<file path="config.mk">
export PLATFORM = sky130hd
export DESIGN_NAME = touch_median_debounce_filter
export DESIGN_NICKNAME = d
export VERILOG_FILES = /design/src/rtl/tmdf_pkg.sv /design/src/rtl/tmdf_lane.sv /design/src/rtl/tmdf_debounce.sv /design/src/rtl/touch_median_debounce_filter.sv
export SDC_FILE = /design/constraint.sdc
export NUM_CORES = 1
export LEC_CHECK = 0
export ABC_AREA = 1
export BUFFER_PORTS_ARGS = -buffer_cell sky130_fd_sc_hd__buf_2
export CAP_MARGIN = 20
export CORE_MARGIN = 10
export CORE_UTILIZATION = 55
export DETAILED_ROUTE_END_ITERATION = 16
export HOLD_SLACK_MARGIN = 0.12
export PLACE_DENSITY = 0.76
export SYNTH_ARGS = -nofsm -noshare
export SYNTH_HDL_FRONTEND = slang
export SYNTH_SLANG_ARGS = --single-unit
</file>
<file path="constraint.sdc">
create_clock -name i_clk -period 4.6 [get_ports i_clk]
set_input_delay 1.15 -clock i_clk [delete_from_list [all_inputs] [get_ports i_clk]]
set_output_delay 1.15 -clock i_clk [all_outputs]
set_load 0.05 [all_outputs]
</file>
<file path="src/rtl/tmdf_pkg.sv">
package tmdf_pkg;

    // samples per axis in one poll, fixed by the median network
    localparam int SAMPLE_COUNT = 5;
    localparam int RANK_BITS    = 3;
    localparam logic [RANK_BITS-1:0] MEDIAN_RANK = RANK_BITS'(SAMPLE_COUNT / 2);

    // run counters
    localparam int RUN_BITS = 8;
    localparam logic [RUN_BITS-1:0] RUN_MAX = {RUN_BITS{1'b1}};

    // configuration port
    localparam int CFG_BITS     = 8;
    localparam int CFG_IDX_BITS = 1;
    localparam logic [CFG_BITS-1:0] PRESS_POLLS_RST   = 8'd2;
    localparam logic [CFG_BITS-1:0] RELEASE_POLLS_RST = 8'd4;

    typedef enum logic [CFG_IDX_BITS-1:0] {
        CFG_PRESS_POLLS   = 1'b0,
        CFG_RELEASE_POLLS = 1'b1
    } t_cfg_idx;

    // per-poll commands from the debounce unit to the axis lanes
    typedef struct packed {
        logic load;   // first pressed poll: point takes the median
        logic step;   // pressed poll: IIR update
    } t_ctrl;

endpackage

</file>
<file path="src/rtl/tmdf_lane.sv">
module tmdf_lane
    import tmdf_pkg::*;
#(
    parameter int SAMPLE_BITS = 12,
    parameter int IIR_ALPHA   = 4
) (
    input  logic                                    i_clk,
    input  logic                                    i_rst_n,
    input  logic                                    i_s1_en,
    input  logic [SAMPLE_COUNT-1:0][SAMPLE_BITS-1:0] i_samples,
    input  t_ctrl                                   i_ctrl,
    output logic [SAMPLE_BITS-1:0]                  o_point
);

    // floor(d / IIR_ALPHA) for d = fresh - prev, done on the offset value
    // u = d + IIR_ALPHA * 2^SAMPLE_BITS by reciprocal multiply
    localparam int ALPHA_LOG = $clog2(IIR_ALPHA);
    localparam int U_BITS    = $clog2((IIR_ALPHA + 1) << SAMPLE_BITS);
    localparam int M_BITS    = U_BITS + 1;
    localparam int P_BITS    = U_BITS + M_BITS;
    localparam int Q_BITS    = SAMPLE_BITS + 1;
    localparam longint unsigned M_VAL =
        ((64'd1 << (U_BITS + ALPHA_LOG)) + IIR_ALPHA - 1) / IIR_ALPHA;
    localparam logic [M_BITS-1:0] M_K    = M_BITS'(M_VAL);
    localparam logic [U_BITS-1:0] OFS_K  = U_BITS'(IIR_ALPHA << SAMPLE_BITS);

    logic [RANK_BITS-1:0]   rank [SAMPLE_COUNT];
    logic [SAMPLE_BITS-1:0] med;
    logic [SAMPLE_BITS-1:0] r_med;
    logic [SAMPLE_BITS-1:0] r_smooth;
    logic [SAMPLE_BITS-1:0] n_smooth;
    logic [U_BITS-1:0]      u_val;
    logic [P_BITS-1:0]      prod;
    logic [Q_BITS-1:0]      quo;
    logic [Q_BITS-1:0]      sum;

    // median by rank: each sample counts the samples below it, ties by position
    always_comb begin
        for (int i = 0; i < SAMPLE_COUNT; i++) begin
            rank[i] = '0;
            for (int j = 0; j < SAMPLE_COUNT; j++) begin
                if (j != i) begin
                    if ((i_samples[j] < i_samples[i]) ||
                        ((i_samples[j] == i_samples[i]) && (j < i))) begin
                        rank[i] = rank[i] + RANK_BITS'(1);
                    end
                end
            end
        end
        med = '0;
        for (int i = 0; i < SAMPLE_COUNT; i++) begin
            if (rank[i] == MEDIAN_RANK) begin
                med = i_samples[i];
            end
        end
    end

    // stage 1: registered median
    always_ff @(posedge i_clk) begin
        if (i_s1_en) begin
            r_med <= med;
        end
    end

    // IIR: s + floor((m - s) / alpha); the offset 2^SAMPLE_BITS drops out
    // of the low bits
    always_comb begin
        u_val = U_BITS'(r_med) + OFS_K - U_BITS'(r_smooth);
        prod  = P_BITS'(u_val) * P_BITS'(M_K);
        quo   = prod[U_BITS + ALPHA_LOG +: Q_BITS];
        sum   = Q_BITS'(r_smooth) + quo;
        if (i_ctrl.load) begin
            n_smooth = r_med;
        end else if (i_ctrl.step) begin
            n_smooth = sum[SAMPLE_BITS-1:0];
        end else begin
            n_smooth = r_smooth;
        end
    end

    // smoothed point, doubles as the output word
    always_ff @(posedge i_clk) begin
        if (!i_rst_n) begin
            r_smooth <= '0;
        end else begin
            r_smooth <= n_smooth;
        end
    end

    assign o_point = r_smooth;

endmodule

</file>
<file path="src/rtl/tmdf_debounce.sv">
module tmdf_debounce
    import tmdf_pkg::*;
(
    input  logic                    i_clk,
    input  logic                    i_rst_n,
    input  logic                    i_cfg_we,
    input  logic [CFG_IDX_BITS-1:0] i_cfg_idx,
    input  logic [CFG_BITS-1:0]     i_cfg_data,
    input  logic                    i_adv,
    input  logic                    i_touched,
    output t_ctrl                   o_ctrl,
    output logic                    o_pressed
);

    logic [CFG_BITS-1:0] r_press_polls;
    logic [CFG_BITS-1:0] r_release_polls;
    logic [RUN_BITS-1:0] r_touch_run;
    logic [RUN_BITS-1:0] r_release_run;
    logic                r_press;
    logic [RUN_BITS-1:0] touch_inc;
    logic [RUN_BITS-1:0] release_inc;
    logic [RUN_BITS-1:0] n_touch_run;
    logic [RUN_BITS-1:0] n_release_run;
    logic                n_press;

    // threshold registers
    always_ff @(posedge i_clk) begin
        if (!i_rst_n) begin
            r_press_polls   <= PRESS_POLLS_RST;
            r_release_polls <= RELEASE_POLLS_RST;
        end else if (i_cfg_we) begin
            unique case (t_cfg_idx'(i_cfg_idx))
                CFG_PRESS_POLLS:   r_press_polls   <= i_cfg_data;
                CFG_RELEASE_POLLS: r_release_polls <= i_cfg_data;
            endcase
        end
    end

    // saturating run counters and press decision for the poll in stage 2
    always_comb begin
        touch_inc   = (r_touch_run == RUN_MAX) ? r_touch_run : r_touch_run + RUN_BITS'(1);
        release_inc = (r_release_run == RUN_MAX) ? r_release_run
                                                 : r_release_run + RUN_BITS'(1);
        n_touch_run   = r_touch_run;
        n_release_run = r_release_run;
        n_press       = r_press;
        o_ctrl        = '0;
        if (i_adv) begin
            if (i_touched) begin
                n_touch_run   = touch_inc;
                n_release_run = '0;
                if (r_press) begin
                    o_ctrl.step = 1'b1;
                end else if (touch_inc >= r_press_polls) begin
                    n_press     = 1'b1;
                    o_ctrl.load = 1'b1;
                end
            end else begin
                n_release_run = release_inc;
                n_touch_run   = '0;
                if (r_press && (release_inc >= r_release_polls)) begin
                    n_press = 1'b0;
                end
            end
        end
    end

    always_ff @(posedge i_clk) begin
        if (!i_rst_n) begin
            r_touch_run   <= '0;
            r_release_run <= '0;
            r_press       <= 1'b0;
        end else begin
            r_touch_run   <= n_touch_run;
            r_release_run <= n_release_run;
            r_press       <= n_press;
        end
    end

    assign o_pressed = r_press;

endmodule

</file>
<file path="src/rtl/touch_median_debounce_filter.sv">
// Touch poll filter. Each input word is one poll: tuser carries the touched
// flag, tdata five X samples then five Y samples. Every poll yields exactly one
// output word with the debounced press state (tuser) and the smoothed X/Y
// point (tdata). Each axis runs in its own lane: a rank-based median of five
// is registered in stage 1, then a debounce unit with saturating touched and
// untouched run counters decides in stage 2 whether the point is loaded with
// the median (first pressed poll), stepped by s += floor((m - s)/IIR_ALPHA)
// (later pressed polls) or held. The stage-2 state registers are the output
// word. Latency is two register stages, the stage-1 median and touched flag
// and the stage-2 state registers. One poll is taken every cycle as long as
// the output side accepts one per cycle. The press_polls and release_polls
// thresholds are written through the cfg port; the user must do so only while
// no poll is in flight (not enforced by the block); a threshold of 0 acts as 1.
module touch_median_debounce_filter
    import tmdf_pkg::*;
#(
    parameter int IIR_ALPHA   = 4,
    parameter int SAMPLE_BITS = 12
) (
    input  logic                    i_clk,
    input  logic                    i_rst_n,
    // configuration
    input  logic                    i_cfg_we,
    input  logic [CFG_IDX_BITS-1:0] i_cfg_idx,
    input  logic [CFG_BITS-1:0]     i_cfg_data,
    // poll input
    input  logic                    i_s_tvalid,
    output logic                    o_s_tready,
    // x_sample_0..4, y_sample_0..4, zero pad
    input  logic [((2*SAMPLE_COUNT*SAMPLE_BITS+7)/8)*8-1:0] i_s_tdata,
    // touched
    input  logic                    i_s_tuser,
    // filtered output
    output logic                    o_m_tvalid,
    input  logic                    i_m_tready,
    // point_x, point_y, zero pad
    output logic [((2*SAMPLE_BITS+7)/8)*8-1:0] o_m_tdata,
    // pressed
    output logic                    o_m_tuser
);

    localparam int OUT_W = ((2*SAMPLE_BITS+7)/8)*8;

    logic [SAMPLE_COUNT-1:0][SAMPLE_BITS-1:0] x_samples;
    logic [SAMPLE_COUNT-1:0][SAMPLE_BITS-1:0] y_samples;
    logic                   r_s1_valid;
    logic                   r_s1_touched;
    logic                   r_out_valid;
    logic                   out_ready;
    logic                   s1_en;
    logic                   adv;
    t_ctrl                  ctrl;
    logic                   pressed;
    logic [SAMPLE_BITS-1:0] point_x;
    logic [SAMPLE_BITS-1:0] point_y;

    // unpack the input word
    always_comb begin
        for (int i = 0; i < SAMPLE_COUNT; i++) begin
            x_samples[i] = i_s_tdata[i*SAMPLE_BITS +: SAMPLE_BITS];
            y_samples[i] = i_s_tdata[(SAMPLE_COUNT+i)*SAMPLE_BITS +: SAMPLE_BITS];
        end
    end

    // pipeline handshake
    assign out_ready  = !r_out_valid || i_m_tready;
    assign adv        = r_s1_valid && out_ready;
    assign o_s_tready = !r_s1_valid || out_ready;
    assign s1_en      = i_s_tvalid && o_s_tready;

    always_ff @(posedge i_clk) begin
        if (!i_rst_n) begin
            r_s1_valid  <= 1'b0;
            r_out_valid <= 1'b0;
        end else begin
            if (s1_en) begin
                r_s1_valid <= 1'b1;
            end else if (adv) begin
                r_s1_valid <= 1'b0;
            end
            if (adv) begin
                r_out_valid <= 1'b1;
            end else if (i_m_tready) begin
                r_out_valid <= 1'b0;
            end
        end
    end

    always_ff @(posedge i_clk) begin
        if (s1_en) begin
            r_s1_touched <= i_s_tuser;
        end
    end

    // axis lanes
    tmdf_lane #(
        .SAMPLE_BITS (SAMPLE_BITS),
        .IIR_ALPHA   (IIR_ALPHA)
    ) u_lane_x (
        .i_clk     (i_clk),
        .i_rst_n   (i_rst_n),
        .i_s1_en   (s1_en),
        .i_samples (x_samples),
        .i_ctrl    (ctrl),
        .o_point   (point_x)
    );

    tmdf_lane #(
        .SAMPLE_BITS (SAMPLE_BITS),
        .IIR_ALPHA   (IIR_ALPHA)
    ) u_lane_y (
        .i_clk     (i_clk),
        .i_rst_n   (i_rst_n),
        .i_s1_en   (s1_en),
        .i_samples (y_samples),
        .i_ctrl    (ctrl),
        .o_point   (point_y)
    );

    // press state and lane commands
    tmdf_debounce u_debounce (
        .i_clk      (i_clk),
        .i_rst_n    (i_rst_n),
        .i_cfg_we   (i_cfg_we),
        .i_cfg_idx  (i_cfg_idx),
        .i_cfg_data (i_cfg_data),
        .i_adv      (adv),
        .i_touched  (r_s1_touched),
        .o_ctrl     (ctrl),
        .o_pressed  (pressed)
    );

    assign o_m_tvalid = r_out_valid;
    assign o_m_tuser  = pressed;
    assign o_m_tdata  = OUT_W'({point_y, point_x});

`ifndef SYNTHESIS
    a_ctrl_excl: assert property (@(posedge i_clk) disable iff (!i_rst_n)
        !(ctrl.load && ctrl.step))
        else $error("load and step together");

    a_load_press: assert property (@(posedge i_clk) disable iff (!i_rst_n)
        ctrl.load |=> pressed)
        else $error("point loaded without press");

    a_out_from_s1: assert property (@(posedge i_clk) disable iff (!i_rst_n)
        $rose(r_out_valid) |-> $past(r_s1_valid))
        else $error("output word without stage 1 word");

    a_release_untouched: assert property (@(posedge i_clk) disable iff (!i_rst_n)
        $fell(pressed) |-> $past(adv && !r_s1_touched))
        else $error("release on a touched poll");
`endif

endmodule

</file>
Word-level counts from Yosys, hierarchy flattened --
Cells that the tools add are included.
Word-level totals: bits of input ports 135, output and inout port bits 27, logic and storage cells 229, bits in registers 84
Operators by class: magnitude comparators 42, reduce and logical (&&, ||, !) cells 34, mux-type cells 70, add/sub/neg operators 38, eq/ne operators 32, bitwise gates (word level) 1
Operators with widths (count):
- 12-bit less-than comparator | 40
- 12-bit equality test | 20
- 12-bit two-way mux | 14
- 3-bit by 1-bit adder with 3-bit output (second input constant) | 30
- 3-bit two-way mux | 30
- 8-bit two-way mux | 4
- 3-bit by 2-bit equality test with 1-bit output (second input constant) | 10
- 14-bit by 12-bit subtractor with 14-bit output | 2
- 12-bit by 1-bit adder with 13-bit output (second input constant) | 2
- 12-bit adder | 2
- 1-bit logical OR | 22
- 1-bit two-way mux | 20
- 8-bit by 1-bit adder with 8-bit output (second input constant) | 2
- 8-bit equality test (second input constant) | 2
- 8-bit >= comparator | 2
- 2-bit nonzero test | 4
- 2-bit AND reduction | 3
- 2-bit two-way mux | 2
- 1-bit logical AND | 3
- 1-bit zero test | 2
- 1-bit inverter | 1

Logic depth before layout (Yosys ltp) --
Gate-level depths: netlist (run 1).
word-level depth 14, depth in mapped cells 27

Cells and area by module --
Synthesis (run 1) repeated with hierarchy kept, for this count alone.
Second synthesis, totals: cell total of the unflattened synthesis 2327, area total of the unflattened synthesis 15233.4 um2
Modules (own cells, without submodules):
- tmdf_lane at u_lane_x | area each 6633.9 um2, times used 1, cells an instance 1016, seq. area each 600.6 um2
- tmdf_lane at u_lane_y | area each 6501.2 um2, times used 1, cells an instance 1012, seq. area each 600.6 um2
- tmdf_debounce | area each 1973.1 um2, times used 1, cells an instance 285, seq. area each 660.6 um2
- touch_median_debounce_filter | area each 125.1 um2, times used 1, cells an instance 14, seq. area each 70.1 um2

Least setup slack after synthesis (run 1) --
No wires, ideal clock.
path type input to register, start point input i_s_tdata[67], end point register u_lane_y.r_med[10], data pin, required time 4.348 ns, arrival time 3.687 ns, setup slack 0.661 ns, buffers on the path 1, cell stages on the path 23, cells stage by stage inv_1 ha_1 a21oi_1 o21a_1 o221ai_1 nor2_1 o21ai_0 ha_1 inv_1 nand2_1 nand2_1 inv_1 ha_1 nand3_2 xor2_4 nand2_4 buf_6 nand2_1 inv_1 nand2_1 nand2_1 nand2_1 nand2_1
Between the ends: cells in the longest elaborated chain, start to end 14, elaborated cells between the ends (all ways) 61, classes of those cells 15 x add/sub; 8 x order compare; 9 x eq/ne; 25 x mux; 4 x reduce/logical
RTL lines:
- start: declaration | RTL line touch_median_debounce_filter.sv:30 | input logic [((2*SAMPLE_COUNT*SAMPLE_BITS+7)/8)*8-1:0] i_s_tdata,
- 12-bit less-than comparator or 12-bit equality test (tied branches) | RTL line tmdf_lane.sv:43, tmdf_lane.sv:44
- 1-bit two-way mux or 1-bit logical OR (tied branches) | RTL line tmdf_lane.sv:43 | if ((i_samples[j] < i_samples[i]) ||
- 3-bit by 1-bit adder with 3-bit output or 1-bit two-way mux (tied branches) | RTL line tmdf_lane.sv:45, tmdf_lane.sv:43
- 3-bit two-way mux or 3-bit by 1-bit adder with 3-bit output (tied branches) | RTL line tmdf_lane.sv:43, tmdf_lane.sv:45
- 3-bit by 1-bit adder with 3-bit output or 3-bit two-way mux (tied branches) | RTL line tmdf_lane.sv:45, tmdf_lane.sv:43
- 3-bit two-way mux or 3-bit by 1-bit adder with 3-bit output (tied branches) | RTL line tmdf_lane.sv:43, tmdf_lane.sv:45
- 3-bit by 1-bit adder with 3-bit output or 3-bit two-way mux (tied branches) | RTL line tmdf_lane.sv:45, tmdf_lane.sv:43
- 3-bit two-way mux or 3-bit by 1-bit adder with 3-bit output (tied branches) | RTL line tmdf_lane.sv:43, tmdf_lane.sv:45
- 3-bit by 2-bit equality test with 1-bit output or 3-bit two-way mux (tied branches) | RTL line tmdf_lane.sv:52, tmdf_lane.sv:43
- 12-bit two-way mux or 3-bit by 2-bit equality test with 1-bit output (tied branches) | RTL line tmdf_lane.sv:52 | if (rank[i] == MEDIAN_RANK) begin
- 12-bit two-way mux (3 in a row) | RTL line tmdf_lane.sv:52
- 12-bit two-way mux (*) | RTL line tmdf_lane.sv:52
- named net u_lane_y.med[10] | RTL line tmdf_lane.sv:28 | logic [SAMPLE_BITS-1:0] med;
- end signal: assignment | RTL line tmdf_lane.sv:61 | r_med <= med;
- end: declaration | RTL line tmdf_lane.sv:29 | logic [SAMPLE_BITS-1:0] r_med;
The timed path passes the listed nets; every way through them passes the cells marked *. A chain may end at the register's enable or synchronous reset.

Worst setup path after layout (run 1) --
start point input i_s_tdata[17], end point register u_lane_x.r_med[7], data pin
Between the ends: cells in the longest elaborated chain, start to end 14, elaborated cells between the ends (all ways) 55, classes of those cells 12 x add/sub; 8 x order compare; 9 x eq/ne; 22 x mux; 4 x reduce/logical
RTL lines (RTL line):
- 12-bit less-than comparator or 12-bit equality test (tied branches) | tmdf_lane.sv:43, tmdf_lane.sv:44
- 1-bit two-way mux or 1-bit logical OR (tied branches) | tmdf_lane.sv:43
- 3-bit by 1-bit adder with 3-bit output or 1-bit two-way mux (tied branches) | tmdf_lane.sv:45, tmdf_lane.sv:43
- 3-bit two-way mux or 3-bit by 1-bit adder with 3-bit output (tied branches) | tmdf_lane.sv:43, tmdf_lane.sv:45
- 3-bit by 1-bit adder with 3-bit output or 3-bit two-way mux (tied branches) | tmdf_lane.sv:45, tmdf_lane.sv:43
- 3-bit two-way mux or 3-bit by 1-bit adder with 3-bit output (tied branches) | tmdf_lane.sv:43, tmdf_lane.sv:45
- 3-bit by 1-bit adder with 3-bit output or 3-bit two-way mux (tied branches) | tmdf_lane.sv:45, tmdf_lane.sv:43
- 3-bit two-way mux or 3-bit by 1-bit adder with 3-bit output (tied branches) | tmdf_lane.sv:43, tmdf_lane.sv:45
- 3-bit by 2-bit equality test with 1-bit output or 3-bit two-way mux (tied branches) | tmdf_lane.sv:52, tmdf_lane.sv:43
- 12-bit two-way mux or 3-bit by 2-bit equality test with 1-bit output (tied branches) | tmdf_lane.sv:52
- 12-bit two-way mux (3 in a row) | tmdf_lane.sv:52
- 12-bit two-way mux (*) | tmdf_lane.sv:52
- named net u_lane_x.med[7] | tmdf_lane.sv:28
- end signal: assignment | tmdf_lane.sv:61
- end: declaration | tmdf_lane.sv:29
Marked as above.

==> impl_metrics.yaml, run 1 <==
timing:
  final.setup.tns_ps: 0
  hold_viol_final: 0
  relSlewSlack_pct: 31.1
  timing.fmax_ghz: 0.233
  skew_ps: 10.6
  slew_violations: 0
  rsz0062_at_grt: "false"
  final-setup-viol-count: 0
  tightest_slew_ps: 1030
  timing.final.crit_share_pct: 93.2
  period_minus_slack_ps: 4290
logic_synthesis:
  syn-cell-area_um2: 14300
  yosysWarnings: 0
  syn_nets: 2663
  ys.flop_type: "dfxtp_1"
  syn_avg_cell_area_um2: 6.53
  ys_top_cells_by_area: "ha_1, nand2_1, inv_1"
  ys_seq_elements: 84
  yosys.area.top_type: "ha_1"
  synth_cell_type_count: 48
  synth_edf_count: 25
  synthArstFlopShare_pct: 0
  syn-instance-count: 2194
  synth_top_cell_area_share_pct: 29.0
  ys_seq_area_share_pct: 13.5
  yosysMostFrequentCell: "nand2_1"
  ys_top_cells_by_count: "nand2_1, inv_1, ha_1, a21oi_1, nand3_1"
cts:
  clkTransAtPathRegs_ps: 70
  clock_sinks: 84
  cts_tree: "done"
  insertion_delay_ps: 360
  cts-root-buf: "clkbuf_16"
  cts_hold_buf: 0
  htreeDepth: 3
  cts_buffers: 9
  cts_buffer_depth: 2
placement:
  dp_cells: 2700
  hpwl_um: 36100
  place_congestion: 0.953
  port_buffers: 161
die:
  dieHeight_um: 181
  dieArea_um2: 32900
  top_level_ports: 162
  coreArea_um2: 25800
  row_count: 59
  initial_core_util_pct: 55.4
  fp.dieW_um: 181
global_routing:
  grt_use_total_pct: 25.1
  grt_max_degree: 35
  grt_pass1_vias: 14676
  overflow: 0
  antenna_found_initial: 0
  grt_pass1_wl_um: 69800
power:
  irDropWorstVdd_mv: 0.239
  pwr-share-comb_pct: 65.4
  switching_power_mw: 2.52
  power_density_nw_per_um2: 316
  p_total_mw: 5.09
  pwr-share-seq_pct: 19.9
  power_frac_clock_pct: 14.7
  p_sw_share_pct: 49.4
  p_leak_nw: 9.01
  p_int_mw: 2.57
critical_path:
  start_kind: "input port"
  crit_cells: 24
  path_buf_inv: 6
  worstPathArrival_ps: 4490
  reg2regPathDepth: 15
  critPathKind: "input port to flip-flop"
  crit_chain: "buf_2, inv_1, ha_1, a21oi_1, o21a_1, o221ai_1, nor2_1, o21ai_0, ha_1, nand4_1, nand2_1, inv_1, ha_1, inv_1, nor2_1, nand2_1, nand2_1, nand3_2, buf_4, nand2_1, inv_1, nand2_1, nand2_1, a21oi_1"
  crit_family: "simple AND/OR/NAND/NOR gates"
  critPathMaxStageDelay_ps: 370
  critPathMaxFanout: 9
  cp.required_ps: 4810
  path_common_cell: "nand2_1"
  crit_path_end_kind: "flip-flop"
  cp_slowest_cell: "ha_1"
route:
  drt-total-wl_um: 42700
  vias_per_cell: 5.56
  drtPass1Iterations: 7
  vias: 15116
  wire_per_inst_um: 15.7
  postRouteAntennaNets: 0
  drt_iter0_drc: 1194
  drc_errors: 0
cells_and_area:
  syn_to_final_growth_pct: 12.4
  nFillCells: 2387
  final_cells: 2719
  drive_gt1_share_pct: 11.3
  diodes: 0
  layout.nets: 2848
job:
  cap_viol_max_count: 0
hold_path:
  whs_path_depth: 2
  hold_path.class: "flip-flop to flip-flop"
outcome:
  outcome: "complete, no violations"
-- metal layers --
metal,routed length [µm],track usage [%]
met5,0,0
met4,1240,8.69
met3,2740,3.36
met2,19400,42.0
met1,19300,32.4
-- per-stage QoR --
stage	utilization (%)	worst slack (ps)	hold slack [ps]	instance area, µm²
global route	62.3	7.27	485	16100
finish	62.3	315	466	16100
detailed placement	60.8	-104	456	15700
global placement	60.8	-35.7	448	15700
CTS	62.0	261	465	16000
floorplan	-	661	433	14300
-- registers in the layout, indices dropped and copies added, names as in the netlist, 8 cells and up --
register	count
u_debounce.r_touch_run	8
u_lane_y.r_med	12
u_debounce.r_press_polls	8
u_lane_y.o_point	12
u_debounce.r_release_run	8
u_lane_x.r_med	12
u_lane_x.o_point	12
u_debounce.r_release_polls	8
-- layout by cell type, fill, tap and decap left out, drive strengths merged, types with 2 or more instances in the layout --
cell and count:
a211oi 7, a21o 6, a21oi 220, a31oi 6, and2 10, buf 214, clkbuf 9, clkinv 4
dfxtp 59, edfxtp 25, fa 2, ha 332, inv 405, mux2 2, nand2 527, nand3 144
nand3b 6, nand4 88, nor2 109, nor3 18, o2111ai 2, o211ai 5, o21a 11, o21ai 100
o21bai 8, o221ai 5, o22ai 4, or2 9, xnor2 17, xor2 28
-- path summary, 6_finish.rpt --
kind	from	end	slack, ps
max	i_s_tdata[17]	u_lane_x.r_med[7]	310
min	u_debounce.r_press_polls[6]	u_debounce.r_press_polls[6]	470
max reg2reg	u_debounce.r_touch_run[1]	u_lane_x.o_point[2]	710
min reg2reg	u_debounce.r_press_polls[6]	u_debounce.r_press_polls[6]	470
-- power groups by stage --
stage / combinational [mW] / clock, mW / sequential [mW]
floorplan: 2.44 / 0 / 0.990
global placement: 3.16 / 0 / 1.02
detailed placement: 3.25 / 0 / 1.02
CTS: 3.27 / 0.761 / 1.01
global route: 3.80 / 0.789 / 1.02
finish: 3.33 / 0.748 / 1.01
-- logic make-up (layout without fill, tap and decap cells) --
kind of cell               after synthesis  after routing  synth area share (%)
AOI/OAI and AO/OA                      375            375                  14.2
xor gates and xnor gates                45             45                  2.88
buffers and inverters                  442            632                  12.0
muxes                                    2              2                 0.157
adders and majority gates              334            334                  29.3
and+or+nand+nor                        912            912                  28.0
DFF                                     84             84                  13.5
-- final cells by class --
| cell class | instances | area (µm²) | area share [%] |
|---|---|---|---|
| clock buffer | 9 | 225 | 1.40 |
| clock inverter | 7 | 78.8 | 0.490 |
| inverter | 402 | 1510 | 9.37 |
| multi-input combinational | 1668 | 10700 | 66.5 |
| tap | 335 | 419 | 2.60 |
| timing repair buffer | 214 | 1220 | 7.60 |
| sequential | 84 | 1930 | 12.0 |
-- tightest hold or removal path, delay by kind of cell (launching register included) --
| kind | cells | cell delay [ps] |
|---|---|---|
| DFF | 1 | 300 |
| buffers and inverters | 1 | 60 |
| AOI/OAI and AO/OA | 1 | 60 |
-- repair_timing --
| action | 4_1_cts | 5_1_grt |
|---|---|---|
| buffers inserted | 0 | 2 |
| gates resized for setup | 0 | 6 |
| endpoints found under the setup margin | 0 | 15 |
Note: power is estimated with default switching activity, not from simulation.
==> run 2, diff against run 1 <==
--- a/config.mk
+++ b/config.mk
@@ -8,11 +8,13 @@
 export ABC_AREA = 1
 export BUFFER_PORTS_ARGS = -buffer_cell sky130_fd_sc_hd__buf_2
 export CAP_MARGIN = 20
+export CELL_PAD_IN_SITES_DETAIL_PLACEMENT = 0
+export CELL_PAD_IN_SITES_GLOBAL_PLACEMENT = 1
 export CORE_MARGIN = 10
-export CORE_UTILIZATION = 55
+export CORE_UTILIZATION = 44
 export DETAILED_ROUTE_END_ITERATION = 16
 export HOLD_SLACK_MARGIN = 0.12
-export PLACE_DENSITY = 0.76
+export PLACE_DENSITY_LB_ADDON = 0.1
 export SYNTH_ARGS = -nofsm -noshare
 export SYNTH_HDL_FRONTEND = slang
 export SYNTH_SLANG_ARGS = --single-unit
==> run 2 against run 1 <==
Sequential power hardly changed. Fmax grew 0.85%. Design area grew 2.0%. Routed wire length increased by 5.0%. First-iteration DRC count shrank 29%. Non-clock buffer count grew 21. Global-route usage decreased by 3.2 points. Core utilization fell by 12 points. Largest cell class unchanged.
==> impl_metrics.yaml, run 2 (synthesis gave the netlist of run 1 again) <==
cts:
  cts_tree: "done"
  cts-root-buf: "clkbuf_16"
  clkTransAtPathRegs_ps: 70
  cts_buffers: 9
  htreeDepth: 3
  cts_setup_buffers: 0
  clock_sinks: 84
  cts_buffer_depth: 2
  insertion_delay_ps: 360
route:
  wire_per_inst_um: 15.7
  vias_per_cell: 5.17
  vias: 14712
  drc_errors: 0
  drt_iter0_drc: 842
  postRouteAntennaNets: 0
  drtPass1Iterations: 6
  drt-total-wl_um: 44800
placement:
  port_buffers: 161
  place_congestion: 0.896
  hpwl_um: 38400
cells_and_area:
  drive_gt1_share_pct: 12.1
  final_cell_mix: "nand2_1, inv_1, ha_1"
  final_common_cell: "nand2_1"
  nFillCells: 3359
  multiInputGateArea_um2: 10700
  layout.nets: 2869
  syn_to_final_growth_pct: 14.6
  regArea_um2: 1930
die:
  fp.dieW_um: 200
  initial_core_util_pct: 44.3
  dieHeight_um: 200
  row_count: 66
  coreArea_um2: 32400
  dieArea_um2: 40200
  top_level_ports: 162
global_routing:
  antenna_found_initial: 1
  grt_max_degree: 30
  grt_pass1_wl_um: 72900
  grt_pass1_vias: 14204
  overflow: 0
  grt_use_total_pct: 21.9
timing:
  skew_ps: 7.69
  slew_violations: 0
  rsz0062_at_grt: "false"
  hold_viol_final: 0
  relSlewSlack_pct: 52.1
  final-setup-viol-count: 0
  timing.final.crit_share_pct: 92.4
  hold_ws_ps: 465
  tightest_slew_ps: 718
  period_minus_slack_ps: 4250
  timing.fmax_ghz: 0.235
power:
  p_total_mw: 5.18
  switching_power_mw: 2.54
  p_int_mw: 2.64
  p_leak_nw: 9.13
  power_frac_clock_pct: 14.1
  pwr-share-seq_pct: 19.7
  irDropWorstVdd_mv: 0.212
  p_sw_share_pct: 49.0
  pwr-share-comb_pct: 66.2
  power_density_nw_per_um2: 315
hold_path:
  hold_path.class: "flip-flop to flip-flop"
critical_path:
  reg2reg_setup_slack_ps: 820
  cp.required_ps: 4720
  worstPathArrival_ps: 4370
  start_kind: "input port"
  crit_path_end_kind: "flip-flop"
  critPathMaxStageDelay_ps: 300
  critPathKind: "input port to flip-flop"
  critPathMaxFanout: 4
  cp_slowest_cell: "ha_1"
outcome:
  outcome: "complete, no violations"
job:
  cap_viol_max_count: 0
-- run 2: worst max-delay path, delay by kind of cell --
kind,cells,cell delay [ps]
buf+inv,9,970
compound gates,3,330
simple gates,11,1230
fa+ha+maj,3,690
-- run 2: area by class of cell --
class                           instances  area share, %
Multi-Input combinational cell       1668           65.2
Sequential cell                        84           11.8
Inverter                              402           9.19
Timing Repair Buffer                  235           8.69
Tap cell                              442           3.37
Clock buffer                           12           1.56
Clock inverter                          4          0.191
Antenna cell                            1         0.0152
-- run 2: power by group through the flow --
stage | clock network [mW] | logic [mW] | registers, mW
global route | 0.777 | 3.93 | 1.03
floorplan | 0 | 2.44 | 0.990
finish | 0.730 | 3.43 | 1.02
global placement | 0 | 3.33 | 1.04
detailed placement | 0 | 3.38 | 1.04
CTS | 0.749 | 3.40 | 1.02
-- run 2: metal layers --
layer  part of all wire [%]  up-vias  GRT usage [%]
li1                       -     7721              -
met1                     51     6660           31.1
met5                      0        -              0
met2                     44      301           35.1
met4                    1.1        0           3.98
met3                    4.4       30           2.69
-- run 2: final timing paths --
| kind | from | to | cells past startpoint |
|---|---|---|---|
| setup / recovery | i_s_tdata[23] | u_lane_x.r_med[1] | 26 |
| hold / removal | u_debounce.r_release_polls[5] | u_debounce.r_release_polls[5] | 2 |
| setup reg to reg | u_lane_y.o_point[1] | u_lane_y.o_point[10] | 23 |
| hold reg to reg | u_debounce.r_release_polls[5] | u_debounce.r_release_polls[5] | 2 |
-- run 2: per-stage QoR --
step	util, %	cells	cell area, µm²	setup TNS [ps]	worst slack [ps]
final	50.7	2848	16400	0	351
after global routing	50.7	2848	16400	0	7.03
after CTS	50.5	2846	16400	0	275
after detailed placement	49.6	2830	16100	-1140	-96.6
after global placement	49.5	2829	16000	-784	-94.4
after floorplan	-	2194	14300	0	661
-- run 2: what timing repair did --
| action | CTS | global route |
|---|---|---|
| gates resized for setup | 0 | 7 |
| endpoints found under the setup margin | 0 | 22 |
| hold buffers | 0 | 0 |
